## src/stlc_pkg.sv

```systemverilog
// Shared types and constants for the sustained-threshold light and climate controller.
// Used by stlc_core and sustained_threshold_light_climate_ctrl; no dependencies.
`timescale 1ns / 1ps

package stlc_pkg;

    // Configuration register indexes
    localparam int unsigned CFG_IDX_W = 3;
    localparam logic [CFG_IDX_W-1:0] CFG_TEMP_HIGH   = 3'd0;
    localparam logic [CFG_IDX_W-1:0] CFG_TEMP_LOW    = 3'd1;
    localparam logic [CFG_IDX_W-1:0] CFG_HUMID_HIGH  = 3'd2;
    localparam logic [CFG_IDX_W-1:0] CFG_HUMID_LOW   = 3'd3;
    localparam logic [CFG_IDX_W-1:0] CFG_LIGHT_LEVEL = 3'd4;
    localparam logic [CFG_IDX_W-1:0] CFG_HOLD_MS     = 3'd5;

    // Register reset values
    localparam logic [7:0]  TEMP_HIGH_RST   = 8'sd35;
    localparam logic [7:0]  TEMP_LOW_RST    = 8'sd10;
    localparam logic [6:0]  HUMID_HIGH_RST  = 7'd80;
    localparam logic [6:0]  HUMID_LOW_RST   = 7'd20;
    localparam logic [15:0] LIGHT_LEVEL_RST = 16'd500;
    localparam logic [15:0] HOLD_MS_RST     = 16'd2000;

    // Day runs from the first hour up to, not including, the end hour
    localparam logic [4:0] DAY_FIRST_HOUR = 5'd6;
    localparam logic [4:0] DAY_END_HOUR   = 5'd18;

    // Configuration as seen by the decision logic
    typedef struct packed {
        logic [7:0]  temp_high;
        logic [7:0]  temp_low;
        logic [6:0]  humid_high;
        logic [6:0]  humid_low;
        logic [15:0] light_level;
        logic [15:0] hold_ms;
    } cfg_t;

    // One control tick
    typedef struct packed {
        logic [31:0] now_ms;
        logic [4:0]  hour;
        logic [7:0]  temperature;
        logic [6:0]  humidity;
        logic [15:0] light;
    } item_t;

    // One result item
    typedef struct packed {
        logic night_lamp;
        logic climate_alarm;
        logic motor_open;
    } result_t;

endpackage

```

## src/stlc_core.sv

```systemverilog
// Decision logic and timer state of the light and climate controller.
// Depends on stlc_pkg; instantiated by sustained_threshold_light_climate_ctrl.
`timescale 1ns / 1ps

module stlc_core
    import stlc_pkg::*;
(
    input  logic    clk,
    input  logic    rst_n,
    input  logic    advance,
    input  item_t   item,
    input  cfg_t    cfg,
    output result_t result
);

    logic [31:0] climate_start_reg, climate_start_next;
    logic        climate_running_reg, climate_running_next;
    logic [31:0] bright_start_reg, bright_start_next;
    logic        bright_running_reg, bright_running_next;
    logic [31:0] dark_start_reg, dark_start_next;
    logic        dark_running_reg, dark_running_next;
    logic        lamp_state_reg, lamp_state_next;
    logic        alarm_state_reg, alarm_state_next;
    logic        motor_state_reg, motor_state_next;

    logic        bad;
    logic        day;
    logic        above;
    logic        below;
    logic [31:0] climate_elapsed;
    logic [31:0] bright_elapsed;
    logic [31:0] dark_elapsed;
    logic        climate_held;
    logic        bright_held;
    logic        dark_held;

    // Window and threshold compares
    assign bad = ($signed(item.temperature) > $signed(cfg.temp_high))
              || ($signed(item.temperature) < $signed(cfg.temp_low))
              || (item.humidity > cfg.humid_high)
              || (item.humidity < cfg.humid_low);
    assign day   = (item.hour >= DAY_FIRST_HOUR) && (item.hour < DAY_END_HOUR);
    assign above = item.light > cfg.light_level;
    assign below = item.light < cfg.light_level;

    // Elapsed time per timer, modulo 2^32
    assign climate_elapsed = item.now_ms - climate_start_reg;
    assign bright_elapsed  = item.now_ms - bright_start_reg;
    assign dark_elapsed    = item.now_ms - dark_start_reg;
    assign climate_held    = climate_elapsed >= {16'd0, cfg.hold_ms};
    assign bright_held     = bright_elapsed >= {16'd0, cfg.hold_ms};
    assign dark_held       = dark_elapsed >= {16'd0, cfg.hold_ms};

    // Next state for one item
    always_comb
    begin
        climate_start_next   = climate_start_reg;
        climate_running_next = climate_running_reg;
        bright_start_next    = bright_start_reg;
        bright_running_next  = bright_running_reg;
        dark_start_next      = dark_start_reg;
        dark_running_next    = dark_running_reg;
        lamp_state_next      = lamp_state_reg;
        alarm_state_next     = alarm_state_reg;
        motor_state_next     = motor_state_reg;

        // Climate timer: the first out-of-range tick only starts it.
        if (bad)
        begin
            climate_running_next = 1'b1;
            if (!climate_running_reg)
            begin
                climate_start_next = item.now_ms;
            end
            else if (climate_held)
            begin
                alarm_state_next = 1'b1;
            end
        end
        else
        begin
            climate_running_next = 1'b0;
            alarm_state_next     = 1'b0;
        end

        // Light timers: at most one of them runs, and equal light clears both.
        if (day)
        begin
            bright_running_next = above;
            dark_running_next   = below;
            if (above)
            begin
                if (!bright_running_reg)
                begin
                    bright_start_next = item.now_ms;
                end
                else if (bright_held)
                begin
                    motor_state_next = 1'b1;
                end
            end
            if (below)
            begin
                if (!dark_running_reg)
                begin
                    dark_start_next = item.now_ms;
                end
                else if (dark_held)
                begin
                    motor_state_next = 1'b0;
                end
            end
        end
        else
        begin
            lamp_state_next     = below;
            bright_running_next = 1'b0;
            dark_running_next   = 1'b0;
        end
    end

    // The result is the state after this item.
    assign result.night_lamp    = lamp_state_next;
    assign result.climate_alarm = alarm_state_next;
    assign result.motor_open    = motor_state_next;

    // Flag and output state
    always_ff @(posedge clk or negedge rst_n)
    begin
        if (!rst_n)
        begin
            climate_running_reg <= 1'b0;
            bright_running_reg  <= 1'b0;
            dark_running_reg    <= 1'b0;
            lamp_state_reg      <= 1'b0;
            alarm_state_reg     <= 1'b0;
            motor_state_reg     <= 1'b0;
            climate_start_reg   <= '0;
            bright_start_reg    <= '0;
            dark_start_reg      <= '0;
        end
        else if (advance)
        begin
            climate_running_reg <= climate_running_next;
            bright_running_reg  <= bright_running_next;
            dark_running_reg    <= dark_running_next;
            lamp_state_reg      <= lamp_state_next;
            alarm_state_reg     <= alarm_state_next;
            motor_state_reg     <= motor_state_next;
            climate_start_reg   <= climate_start_next;
            bright_start_reg    <= bright_start_next;
            dark_start_reg      <= dark_start_next;
        end
    end

    // The alarm can only come on while the climate timer was already running.
    assert property (@(posedge clk) disable iff (!rst_n)
        $rose(alarm_state_reg) |-> $past(climate_running_reg))
        else $error("alarm set without a running climate timer");

    // Bright and dark timers never run together.
    assert property (@(posedge clk) disable iff (!rst_n)
        !(bright_running_reg && dark_running_reg))
        else $error("bright and dark timers both running");

    // The motor only moves on a day item that had a running light timer.
    assert property (@(posedge clk) disable iff (!rst_n)
        (motor_state_reg != $past(motor_state_reg)) |->
            ($past(advance) && $past(day)
             && ($past(bright_running_reg) || $past(dark_running_reg))))
        else $error("motor changed outside a held day condition");

endmodule

```

## src/sustained_threshold_light_climate_ctrl.sv

```systemverilog
// Top level of the sustained-threshold light and climate controller.
// Depends on stlc_pkg and stlc_core.
`timescale 1ns / 1ps

// Usage
//   Input channel: in_valid/in_ready with now_ms, hour, temperature, humidity
//   and light. Each accepted item is one control tick.
//   Output channel: out_valid/out_ready with night_lamp, climate_alarm and
//   motor_open; exactly one result item per input item, in order.
//   Configuration: wr_en, wr_index and wr_data write one register per cycle
//   (0 temp_high, 1 temp_low, 2 humid_high, 3 humid_low, 4 light_level,
//   5 hold_ms); other indexes are ignored. Write only while the block is idle.
// Timing
//   An item accepted at one edge sits in the input register, is decided by
//   one pass of compares and three 32-bit subtractions, and its result is
//   loaded into the result register when the item moves on, which waits
//   while a held result is not yet taken.
//   One item per cycle is sustained while out_ready stays high; the timer
//   state is updated as each item moves into the result register.
// Reset and stall
//   Reset clears all timers, output state and out_valid; loads register defaults.
//   When out_ready is low the result is held, one further item waits in the
//   input register, and in_ready then drops until the result is taken.

module sustained_threshold_light_climate_ctrl
    import stlc_pkg::*;
(
    input  logic        clk,
    input  logic        rst_n,
    input  logic        in_valid,
    output logic        in_ready,
    input  logic [31:0] now_ms,
    input  logic [4:0]  hour,
    input  logic signed [7:0] temperature,
    input  logic [6:0]  humidity,
    input  logic [15:0] light,
    output logic        out_valid,
    input  logic        out_ready,
    output logic        night_lamp,
    output logic        climate_alarm,
    output logic        motor_open,
    input  logic        wr_en,
    input  logic [CFG_IDX_W-1:0] wr_index,
    input  logic [15:0] wr_data
);

    cfg_t    cfg_reg;
    item_t   item_reg;
    logic    item_valid_reg;
    result_t result_reg;
    logic    out_valid_reg;
    result_t result_next;
    logic    advance;

    // An item moves on when the result register is free or being emptied.
    assign advance  = item_valid_reg && (!out_valid_reg || out_ready);
    assign in_ready = !item_valid_reg || advance;

    // Configuration registers
    always_ff @(posedge clk or negedge rst_n)
    begin
        if (!rst_n)
        begin
            cfg_reg.temp_high   <= TEMP_HIGH_RST;
            cfg_reg.temp_low    <= TEMP_LOW_RST;
            cfg_reg.humid_high  <= HUMID_HIGH_RST;
            cfg_reg.humid_low   <= HUMID_LOW_RST;
            cfg_reg.light_level <= LIGHT_LEVEL_RST;
            cfg_reg.hold_ms     <= HOLD_MS_RST;
        end
        else if (wr_en)
        begin
            unique case (wr_index)
                CFG_TEMP_HIGH:   cfg_reg.temp_high   <= wr_data[7:0];
                CFG_TEMP_LOW:    cfg_reg.temp_low    <= wr_data[7:0];
                CFG_HUMID_HIGH:  cfg_reg.humid_high  <= wr_data[6:0];
                CFG_HUMID_LOW:   cfg_reg.humid_low   <= wr_data[6:0];
                CFG_LIGHT_LEVEL: cfg_reg.light_level <= wr_data;
                CFG_HOLD_MS:     cfg_reg.hold_ms     <= wr_data;
                default:         ;
            endcase
        end
    end

    // Input register
    always_ff @(posedge clk or negedge rst_n)
    begin
        if (!rst_n)
        begin
            item_valid_reg <= 1'b0;
        end
        else if (in_ready)
        begin
            item_valid_reg <= in_valid;
        end
    end

    always_ff @(posedge clk)
    begin
        if (in_valid && in_ready)
        begin
            item_reg.now_ms      <= now_ms;
            item_reg.hour        <= hour;
            item_reg.temperature <= temperature;
            item_reg.humidity    <= humidity;
            item_reg.light       <= light;
        end
    end

    // Decision logic and timer state
    stlc_core u_core (
        .clk     (clk),
        .rst_n   (rst_n),
        .advance (advance),
        .item    (item_reg),
        .cfg     (cfg_reg),
        .result  (result_next)
    );

    // Result register
    always_ff @(posedge clk or negedge rst_n)
    begin
        if (!rst_n)
        begin
            out_valid_reg <= 1'b0;
        end
        else if (advance)
        begin
            out_valid_reg <= 1'b1;
        end
        else if (out_ready)
        begin
            out_valid_reg <= 1'b0;
        end
    end

    always_ff @(posedge clk)
    begin
        if (advance)
        begin
            result_reg <= result_next;
        end
    end

    assign out_valid     = out_valid_reg;
    assign night_lamp    = result_reg.night_lamp;
    assign climate_alarm = result_reg.climate_alarm;
    assign motor_open    = result_reg.motor_open;

    // An accepted item is held in the input register on the next cycle.
    assert property (@(posedge clk) disable iff (!rst_n)
        (in_valid && in_ready) |=> item_valid_reg)
        else $error("accepted item lost from input register");

    // A waiting item is not dropped while the result is stalled.
    assert property (@(posedge clk) disable iff (!rst_n)
        (item_valid_reg && out_valid_reg && !out_ready) |=>
            (item_valid_reg && out_valid_reg))
        else $error("item or result dropped under stall");

    // Every item that moves on shows up as a result.
    assert property (@(posedge clk) disable iff (!rst_n)
        advance |=> out_valid_reg)
        else $error("advanced item produced no result");

endmodule

```

## config.mk

```make
export PLATFORM = sky130hd
export DESIGN_NAME = sustained_threshold_light_climate_ctrl
export DESIGN_NICKNAME = d
export VERILOG_FILES = /design/src/stlc_pkg.sv /design/src/stlc_core.sv /design/src/sustained_threshold_light_climate_ctrl.sv
export SDC_FILE = /design/constraint.sdc
export NUM_CORES = 1
export LEC_CHECK = 0
export BUFFER_PORTS_ARGS = -buffer_cell sky130_fd_sc_hd__clkbuf_2
export CORE_MARGIN = 2
export CORE_UTILIZATION = 30
export DETAILED_ROUTE_END_ITERATION = 10
export PLACE_DENSITY_LB_ADDON = 0.12
export SKIP_LAST_GASP = 1
export SYNTH_ARGS = -nofsm -noshare
export SYNTH_HDL_FRONTEND = slang
export SYNTH_SLANG_ARGS = --single-unit
```

## constraint.sdc

```tcl
create_clock -name clk -period 11.5 [get_ports clk]
set_input_delay 0.575 -clock clk [delete_from_list [all_inputs] [get_ports clk]]
set_output_delay 0.575 -clock clk [all_outputs]
set_load 0.03 [all_outputs]
```

# Yosys cells after proc, flatten, opt, wreduce, memory -nomap -nowiden
# Cells that the tools add are included.
# op_classes
n_addsub	3
n_lt_le_gt_ge	11
n_eq_ne	5
mux	16
n_bitwise	3
reduce_logical	21
# ops
cell	count
$ge A32 B16 Y1	3
$sub A32 B32 Y32	3
$gt A16 B16 Y1	1
$lt A16 B16 Y1	1
$mux W1	16
$reduce_and A2 Y1	6
$gt A8 B8 Y1	1
$lt A8 B8 Y1	1
$reduce_and A4 Y1	2
$gt A7 B7 Y1	1
$lt A7 B7 Y1	1
$eq A3 B2 Y1 const B	2
$eq A3 B3 Y1 const B	2
$ge A5 B3 Y1 const B	1
$logic_or A1 B1 Y1	5
$lt A5 B5 Y1 const B	1
$eq A3 B1 Y1 const B	1
$logic_and A1 B1 Y1	3
$logic_not A3 Y1	1
$not A1 Y1	3
$reduce_and A3 Y1	1
$logic_not A1 Y1	2
$reduce_bool A2 Y1	1
# totals
ff_bits	237
input_bits	92
out_inout_bits	5
wordCells	84

# Longest topological paths before layout
# Gate-level depths: netlist of run 1.
# logic_depth
ltp_word	9
depth_mapped	22
mapped_depth_nobuf	22

# By module
# From an unflattened synthesis of run 1, not the netlist that was laid out.
# unflattened
cells_unflattened	1615
hier_area_um2	16644.7
# by_module_without_submodules
mod	n_inst	cells_per_inst	area_per_inst_um2	seq_area_each_um2
stlc_core	1	1400	11975.2	2552.4
sustained_threshold_light_climate_ctrl	1	215	4669.5	3759.9

# Worst setup path after synthesis of run 1
# No wires, ideal clock.
# synth_path
path_type	reg2reg
start	register item_reg[43] (netlist name)
end	register result_reg (netlist bit motor_open), data pin
arrival_time_ns	3.987
required_ns	11.237
slack_ns	7.251
stages_incl_launch_ff	18
path_buffers	1
period_less_slack_ns	4.249
cell_sequence	edfxtp_1 ha_1 clkbuf_1 a2111o_1 o21ai_1 nand2_1 a21oi_1 xnor2_1 ha_1 nor2b_1 o21ai_0 o2111ai_1 or3_1 a2111o_1 a2111oi_2 and4_1 and4_1 nor3_1
# synth_between
elab_chain_len	9
elab_cells_between_ends	11
cone_classes	2 x add/sub; 2 x order compare; 7 x mux
# synth_lines
item	line_no	source
start: declaration	sustained_threshold_light_climate_ctrl.sv:48	item_t item_reg;
$sub A32 B32 Y32	stlc_core.sv:48	assign bright_elapsed = item.now_ms - bright_start_reg;
$ge A32 B16 Y1	stlc_core.sv:51	assign bright_held = bright_elapsed >= {16'd0, cfg.hold_ms};
$mux W1	stlc_core.sv:97	else if (bright_held)
$mux W1	stlc_core.sv:93	if (!bright_running_reg)
$mux W1	stlc_core.sv:91	if (above)
$mux W1	stlc_core.sv:108	else if (dark_held)
$mux W1	stlc_core.sv:104	if (!dark_running_reg)
$mux W1 *	stlc_core.sv:102	if (below)
$mux W1 *	stlc_core.sv:87	if (day)
net u_core.motor_state_next	stlc_core.sv:24	logic motor_state_reg, motor_state_next;
end signal: assignment	sustained_threshold_light_climate_ctrl.sv:141	result_reg <= result_next;
end: declaration	sustained_threshold_light_climate_ctrl.sv:50	result_t result_reg;
# Mark *: on every way through the listed nets, which the timed path passes. The rest lies on a longest branch.
# A chain may end at the register's enable or synchronous reset.

# Worst setup path in the final report of run 1
# layout_path
start	register item_reg[36] (netlist name)
end	register result_reg (netlist bit motor_open), data pin
# Same word-level chain as after synthesis.

==> flow_summary.toml, run 1 <==
[synthesis]
async_flop_share = 0.7034
synthSimpleGateAreaFrac = 0.1324
yosysWarnings = 0
syn_avg_cell_area_um2 = 9.530
synth_edf_count = 70
synthDistinctLibCells = 91
seq_area_frac_synth = 0.3853
netlist_area_um2 = 16310
synthXorXnorAreaFrac = 0.03438
synth_mux_area_frac = 0.07067
ys_top_cells_by_area = "dfrtp_1 22%, ha_1 14%, edfxtp_1 13%"
yosys.area_share.adder = 0.1456
yosys.area.top_type = "dfrtp_1"
ys_ff_latch = 236
synth_top_family_by_area = "compound AO/OA/AOI/OAI gates"
synth_top_area_frac = 0.2225
syn-num-nets = 1991
synth_compound_area_frac = 0.1780
ys.flop_type = "dfrtp_1"
syn_inst = 1711

[sta]
fmax_mhz = 173.7
fin_tns_setup_ns = 0
fin_skew_ns = 0.02268
setup_viol = 0
tightest_slew_ns = 1.047
holdWs_ns = 0.1497
hold_viol_final = 0
fin_ws_ns = 5.743
maxSlewViolCount = 0
relSlewSlack = 0.3006
rsz0062_at_grt = "false"
fin_crit_ns = 5.757
period_share = 0.5006

[clocking]
clock_sinks = 236
cts.clk_slew.worst_paths_ns = 0.06
cts_resized = 0
cts_buffers = 31
clock_path_buffers = 3
clk_latency_ns = 0.60
htree_levels = 1
cts_setup_buffers = 0
tritoncts = "done"
root_buffer = "clkbuf_16"

[global_routing]
grt_max_degree = 66
grt-ovfl-total = 0
grt_usage = 0.1598
grtUsageMet3 = 0.01858
antenna_found_initial = 0
grt_busiest_layer = "met2"
grt_util_met1 = 0.2245
grt_pass1_wl_mm = 71.69
grt_pass1_vias = 12910
met2_usage = 0.2629

[floorplanning]
dieArea_um2 = 56230
core_um2 = 53810
die_h_um = 237.1
start_util = 0.3030
io_pins = 97
die_x_um = 237.1
rows = 85

[critical_path]
arrival_ns = 6.16
r2r_slack_ns = 5.74
crit_required_ns = 11.91
critPathMaxFanout = 5
cp-end-kind = "register"
r2r-end = "motor_open$_DFFE_PP_"
reg2reg_depth = 19
cp-startpoint = "item_reg[36]$_DFFE_PP_"
r2r-start = "item_reg[36]$_DFFE_PP_"
crit_type = "register to register"
start_kind = "register"

[run_status]
status = "completed"

[placed_design]
portBuffers = 95
place_inst = 2460
dp_hpwl_mm = 34.54
globalplace.congestion = 0.8327
placed_area_um2 = 17550
preCtsSetupSlack_ns = 5.872

[finish]
nNetsFinal = 2078
fin_cells = 2519
design_area_um2 = 18600
area_growth_pct = 14.08
diodes = 0
drive_above_1_share = 0.1306
mostFrequentLayoutCells = "185 x ha_1, 171 x inv_1, 166 x nand2_1, 145 x dfrtp_1, 129 x a21oi_1"
largest_register_ffs = 67
final_common_cell = "ha_1"

[routing]
num_vias = 12680
drt-total-wl_mm = 44.58
drc = 0
ant_nets = 0
vias_per_cell = 5.035
dr.pass1.iters = 4
drt-initial-drc-count = 604
avgRoutedWirePerCell_um = 17.70

[power]
powerDensity_nw_per_um2 = 262.8
peakVddDrop_uv = 153.4
p_leak_uw = 0.008154

[min_path]
worstHoldEndpoint = "item_reg[39]$_DFFE_PP_"
hold_start = "now_ms[3]"
holdPathStages = 1
hold_path_class = "input pin to register"

[job]
max_cap_violations = 0
[through the flow]
step	utilization	total power (µW)
after floorplan	-	3284
after global placement	0.3262	3912
after detailed placement	0.3262	3933
after CTS	0.3457	4945
after global routing	0.3457	5373
final	0.3457	4889
[synthesized netlist by cell type, types with 24 or more instances]
library cell,number
ha_1,185
inv_1,171
nand2_1,166
dfrtp_1,145
a21oi_1,129
o21ai_0,80
edfxtp_1,70
nor2_1,67
mux2_1,65
o21ai_1,64
clkbuf_1,43
a21o_1,42
xnor2_1,40
nand4_1,32
nand3_1,30
mux2_2,28
xor2_1,24
[repair_timing]
item,in CTS,in global routing
setup endpoints to repair,0,0
hold endpoints to repair,35,0
hold buffers,1,0
[final cells by class]
class	count	area [µm²]
fill	5572	35210
multi-input combinational	1249	9190
sequential	236	6282
clock buffer	45	918.4
tap	696	870.8
inverter	174	654.4
timing repair buffer	106	566.8
clock inverter	13	118.9
[logic make-up (layout without fill, tap and decap cells)]
family | after synthesis | in the layout
xor+xnor | 64 | 64
flops | 236 | 236
buf+inv | 226 | 338
simple gates | 433 | 433
mux | 103 | 103
fa+ha+maj | 188 | 188
compound gates | 461 | 461
[per-layer routing]
layer,share of wire,vias to the layer above,routed length [µm]
met5,0,-,0
met4,0.020,0,880
met3,0.036,47,1602
met2,0.45,192,19950
met1,0.50,6076,22140
li1,-,6368,-
[critical path, stage by stage (launching register included)]
cell and delay [ns]:
edfxtp_1 0.43, inv_1 0.15, ha_1 0.20, inv_1 0.06, fa_1 0.41, a21o_1 0.20
a311oi_1 0.42, o22ai_1 0.30, nor2_1 0.19, xnor2_1 0.14, ha_1 0.27, a21oi_1 0.15
nand2_1 0.07, a2111oi_0 0.48, o221ai_1 0.23, nor4_1 0.44, o2111ai_1 0.19, nor4_2 0.83
nor4bb_1 0.14, nor3_1 0.25
[how the worst max path moves through the flow]
stage	end	slack [ns]	cells past startpoint
after floorplan	motor_open$_DFFE_PP_	7.25	17
after global placement	motor_open$_DFFE_PP_	5.81	19
after detailed placement	motor_open$_DFFE_PP_	5.87	19
after CTS	motor_open$_DFFE_PP_	5.76	19
after global routing	motor_open$_DFFE_PP_	5.40	19
final	motor_open$_DFFE_PP_	5.74	19
[report_power, final]
part / internal (µW) / switching, µW / total, µW
Clock: 577 / 392 / 969
Sequential: 1120 / 116 / 1240
Combinational: 1120 / 1570 / 2680
No activity file was read; power rests on OpenSTA's default activity.
==> run 2, diff against run 1 <==
Clock period 11.5 ns to 5.2 ns, I/O delays scaled along.
==> run 2 against run 1 <==
Compared with the run above: worst setup slack worse by 5.4 ns; worst hold slack got worse by 0.11 ns; die area unchanged; global-route usage grew 0.47 points; sequential cell count did not move; largest cell class unchanged.
==> flow_summary.toml, run 2 (synthesized netlist as in run 1, its figures left out) <==
[sta]
tightest_slew_ns = 0.9690
fmax_mhz = 207.5
rsz0062_at_grt = "false"
relSlewSlack = 0.3506
period_share = 0.9267
fin_crit_ns = 4.819
maxSlewViolCount = 0
fin_tns_setup_ns = 0
hold_viol_final = 0
setup_viol = 0
fin_skew_ns = 0.02289

[clocking]
cts.clk_slew.worst_paths_ns = 0.06
clk_latency_ns = 0.56
root_buffer = "clkbuf_16"
tritoncts = "done"
cts_buffers = 34
htree_levels = 2
clock_sinks = 236
clock_path_buffers = 3
cts_setup_buffers = 0

[finish]
mostFrequentLayoutCells = "185 x ha_1, 171 x inv_1, 166 x nand2_1, 145 x dfrtp_1, 129 x a21oi_1"
area_growth_pct = 20.37
largest_register_ffs = 67
final_common_cell = "ha_1"
drive_above_1_share = 0.1323
nFillCells = 5451
nNetsFinal = 2174
design_area_um2 = 19630
fin_cells = 2618

[run_status]
status = "completed"

[floorplanning]
io_pins = 97
start_util = 0.3030
core_um2 = 53810
rows = 85
die_h_um = 237.1
die_x_um = 237.1
dieArea_um2 = 56230

[job]
max_cap_violations = 0

[critical_path]
crit_family = "compound AO/OA/AOI/OAI gates"
crit_chain = "ha_1 > o21a_1 > o31a_1 > o21ai_1 > o21ai_1 > xor2_1 > ha_1 > a21oi_1 > nor2b_1 > o21ai_0 > o2111ai_1 > or3_1 > a2111o_1 > a2111oi_2 > and4_1 > and4_1 > nor3_1"
arrival_ns = 5.12
slowest_delay_ns = 0.52
cp-end-kind = "register"
cp_num_buf_inv = 0
reg2reg_depth = 17
critPathMaxFanout = 6
path_depth = 17
start_kind = "register"
crit_required_ns = 5.50
critPathSlowestCell = "edfxtp_1"
crit_type = "register to register"

[routing]
drt-initial-drc-count = 664
avgRoutedWirePerCell_um = 17.45
met2WireLength_mm = 20.35
dr.pass1.iters = 5
wl_met1_mm = 22.47
vias_per_cell = 5.023
num_vias = 13150
drc = 0
drt-total-wl_mm = 45.69
wl_met3_mm = 1.639
top_layer = "met4"
ant_nets = 0

[power]
pwr-share-seq = 0.245
clockPowerShare = 0.213
pwr-share-comb = 0.541
powerDensity_nw_per_um2 = 569.5
power.net_switching_uw = 4697
p_leak_uw = 0.008608
peakVddDrop_uv = 240.6
switching_share = 0.4202
p_int_uw = 6481

[global_routing]
antenna_found_initial = 2
grt_pass1_wl_mm = 72.48
grt_pass1_vias = 13170
grt-ovfl-total = 0
grt_usage = 0.1646
grt_max_degree = 112

[placed_design]
place_inst = 2476
portBuffers = 95
dp_hpwl_mm = 34.77
globalplace.congestion = 0.8403
placed_area_um2 = 17690

[min_path]
hold_path_class = "input pin to register"
holdPathStages = 3
[run 2: cell types whose count changed in the layout (fill, tap and decap cells not counted), sizes merged]
cell,delta
diode,+2
dlygate4sd3,+77
clkinv,+3
clkinvlp,-1
buf,+16
inv,-1
bufinv,+3
[run 2: worst paths after layout]
path,startpoint,slack [ns],endpoint
max,item_reg[38]$_DFFE_PP_,0.38,motor_open$_DFFE_PP_
min,wr_data[7],0.04,cfg_reg[23]$_DFFE_PN1P_
max reg2reg,item_reg[38]$_DFFE_PP_,0.38,motor_open$_DFFE_PP_
min reg2reg,u_core.lamp_state_reg$_DFFE_PN0P_,0.47,u_core.lamp_state_reg$_DFFE_PN0P_
max in group asynchronous,rst_n,3.89,u_core.dark_start_reg[28]$_DFFE_PN0P_
min in group asynchronous,rst_n,0.22,cfg_reg[46]$_DFFE_PN0P_
[run 2: area by class of cell]
type | instances | area, µm² | share of cell area
Antenna cell | 2 | 5.005 | 0.0002550
Clock buffer | 45 | 912.1 | 0.04647
Clock inverter | 17 | 229.0 | 0.01167
Inverter | 174 | 654.4 | 0.03334
Multi-Input combinational cell | 1249 | 9203 | 0.4689
Sequential cell | 236 | 6282 | 0.3201
Tap cell | 696 | 870.8 | 0.04437
Timing Repair Buffer | 199 | 1470 | 0.07491
[run 2: worst reg2reg max path, stage by stage (launching register included)]
cell,delay [ns]
edfxtp_1,0.52
ha_1,0.41
o21a_1,0.13
o31a_1,0.25
o21ai_1,0.15
o21ai_1,0.49
xor2_1,0.20
ha_1,0.26
a21oi_1,0.15
nor2b_1,0.06
o21ai_0,0.17
o2111ai_1,0.13
or3_1,0.41
a2111o_1,0.41
a2111oi_2,0.31
and4_1,0.25
and4_1,0.21
nor3_1,0.06
[run 2: what timing repair did]
| action | in CTS | in global routing |
|---|---|---|
| resized for setup | 0 | 3 |
| setup endpoints to repair | 0 | 2 |
| hold endpoints to repair | 127 | 0 |
| hold buffers | 78 | 0 |
[run 2: routing by layer]
| layer | up-vias | track usage |
|---|---|---|
| li1 | 6558 | - |
| met4 | 0 | 0.05203 |
| met5 | - | 0 |
| met1 | 6308 | 0.2319 |
| met2 | 221 | 0.2612 |
| met3 | 64 | 0.02265 |
[run 2: power by group through the flow]
stage                     sequential [µW]  clock (µW)  combinational [µW]
final                                2740        2380                6050
after global routing                 2810        2550                6840
after CTS                            2750        2480                6050
after detailed placement             2780           0                5960
after global placement               2760           0                5920
after floorplan                      2690           0                4570
[run 2: metrics by stage]
stage                     setup WS [ns]  utilization  power, µW  hold slack (ns)
after global placement           0.2743       0.3287       8680           0.2589
final                            0.3809       0.3647      11180          0.03637
after floorplan                  0.9508            -       7263         -0.03559
after CTS                        0.2004       0.3644      11270         0.009053
after global routing            0.04935       0.3646      12190          0.03236
after detailed placement         0.2609       0.3287       8737           0.2670
==> run 3, diff against run 2 <==
Settings changed: CTS_CLUSTER_SIZE set to 24.
Clock period 5.2 ns to 4.6 ns, I/O delays scaled along.
==> run 3 against run 2 <==
Compared with the run above: critical path depth up 3; clock power up 7%; non-clock buffer count up 53; clock-buffer cell count down 11; global-route usage up 0.27 points; worst hold slack better by 0.018 ns; final cell count up 1.8%; sequential cell count unchanged; sequential share of layout area down 0.92 points; critical path type unchanged; critical endpoint unchanged; largest cell class unchanged; highest routed layer unchanged.
==> flow_summary.toml, run 3 (synthesized netlist as in run 1, its figures left out) <==
[critical_path]
critPathMaxFanout = 4
critPathSlowestCell = "edfxtp_1"
crit_required_ns = 4.93
cp_num_buf_inv = 3
crit_family = "compound AO/OA/AOI/OAI gates"
arrival_ns = 4.87
slowest_delay_ns = 0.40
cp-end-kind = "register"
start_kind = "register"
crit_type = "register to register"
crit_chain = "inv_2 > buf_6 > ha_4 > fa_2 > nor2b_2 > o31a_1 > o21ai_2 > nand2_2 > buf_6 > xor2_1 > ha_1 > and4_4 > a21oi_4 > a21oi_2 > or3_4 > a2111o_1 > a2111oi_2 > and4_1 > and4_1 > nor3_1"

[placed_design]
dp_hpwl_mm = 35.78
placed_area_um2 = 17970
place_inst = 2512
globalplace.congestion = 0.8818
portBuffers = 95

[sta]
tightest_slew_ns = 0.9058
maxSlewViolCount = 0
fin_skew_ns = 0.01993
setup_viol = 0
relSlewSlack = 0.3929
period_share = 0.9868
rsz0062_at_grt = "true"
fmax_mhz = 220.3
hold_viol_final = 0
fin_crit_ns = 4.539

[floorplanning]
die_x_um = 237.1
io_pins = 97
rows = 85
start_util = 0.3030
dieArea_um2 = 56230
die_h_um = 237.1
core_um2 = 53810

[routing]
ant_nets = 0
drt-total-wl_mm = 46.48
dr.pass1.iters = 6
vias_per_cell = 4.992
drt-initial-drc-count = 658
avgRoutedWirePerCell_um = 17.44
num_vias = 13300
drc = 0

[finish]
regArea_um2 = 6282
final_common_cell = "ha_1"
design_area_um2 = 20210
fin_cells = 2665
largest_register_ffs = 67
mostFrequentLayoutCells = "181 x ha_1, 170 x inv_1, 165 x nand2_1, 145 x dfrtp_1, 121 x a21oi_1"
diodes = 0
nNetsFinal = 2224
drive_above_1_share = 0.1722
area_growth_pct = 23.94
nFillCells = 5477
multi_input_area_um2 = 9422

[global_routing]
grt_max_degree = 104
grt-ovfl-total = 0
antenna_found_initial = 1
grt_pass1_vias = 13670
grt_usage = 0.1672
grt_pass1_wl_mm = 74.84

[clocking]
clock_path_buffers = 3
htree_levels = 1
clk_latency_ns = 0.59
cts.clk_slew.worst_paths_ns = 0.06
clock_sinks = 236
tritoncts = "done"
root_buffer = "clkbuf_16"
cts_buffers = 31

[power]
powerDensity_nw_per_um2 = 643.6
p_leak_uw = 0.008845
total_power_uw = 13010
peakVddDrop_uv = 365.7

[run_status]
status = "completed"

[job]
max_cap_violations = 0

[min_path]
hold_path_class = "input pin to register"
-- run 3: area by class of cell --
cell class	instances	share of cell area
inverters	174	0.03238
clock buffers	34	0.03944
multi-input cells	1249	0.4662
well taps	696	0.04309
repair buffers	252	0.09442
clock inverters	24	0.01362
flip-flops and latches	236	0.3109
-- run 3: worst paths after layout --
path                            slack, ns                                    end  depth (start not counted)                         startpoint
worst max-delay path                 0.06                   motor_open$_DFFE_PP_                         20             item_reg[36]$_DFFE_PP_
worst min-delay path                 0.05                cfg_reg[54]$_DFFE_PN1P_                          2                         wr_data[0]
worst max register to register       0.06                   motor_open$_DFFE_PP_                         20             item_reg[36]$_DFFE_PP_
worst min register to register       0.47      u_core.lamp_state_reg$_DFFE_PN0P_                          2  u_core.lamp_state_reg$_DFFE_PN0P_
max in group asynchronous            3.35  u_core.dark_start_reg[23]$_DFFE_PN0P_                          3                              rst_n
min in group asynchronous            0.18                cfg_reg[46]$_DFFE_PN0P_                          2                              rst_n
-- run 3: report_power, final --
part | leakage [µW] | total [µW] | switching (µW) | internal, µW
combinational | 0.00568 | 7360 | 4160 | 3200
sequential | 0.00264 | 3090 | 292 | 2800
clock | 0.000521 | 2550 | 1020 | 1530
-- run 3: metal layers --
metal | track usage | part of all wire
met1 | 0.2350 | 0.50
met2 | 0.2725 | 0.44
met3 | 0.02009 | 0.035
met4 | 0.04403 | 0.023
met5 | 0 | 0
-- run 3: timing repair --
action | 4_1_cts | 5_1_grt
setup buffers | 3 | 6
setup endpoints to repair | 3 | 4
pin swaps | 19 | 20
cloned | 0 | 0
resized for setup | 23 | 27
hold buffers | 86 | 0
endpoints found under the hold margin | 157 | 0
-- run 3: metrics by stage --
step | setup slack (ns) | hold slack (ns) | setup TNS [ns] | util
6_report | 0.06087 | 0.05465 | 0 | 0.3755
5_1_grt | -0.1608 | 0.04545 | -0.2941 | 0.3755
4_1_cts | 0.002800 | 0.03683 | 0 | 0.3719
3_5_place_dp | -0.2850 | 0.2609 | -0.4886 | 0.3339
3_3_place_gp | -0.1520 | 0.2621 | -0.2228 | 0.3339
2_1_floorplan | 0.3508 | -0.06559 | 0 | -
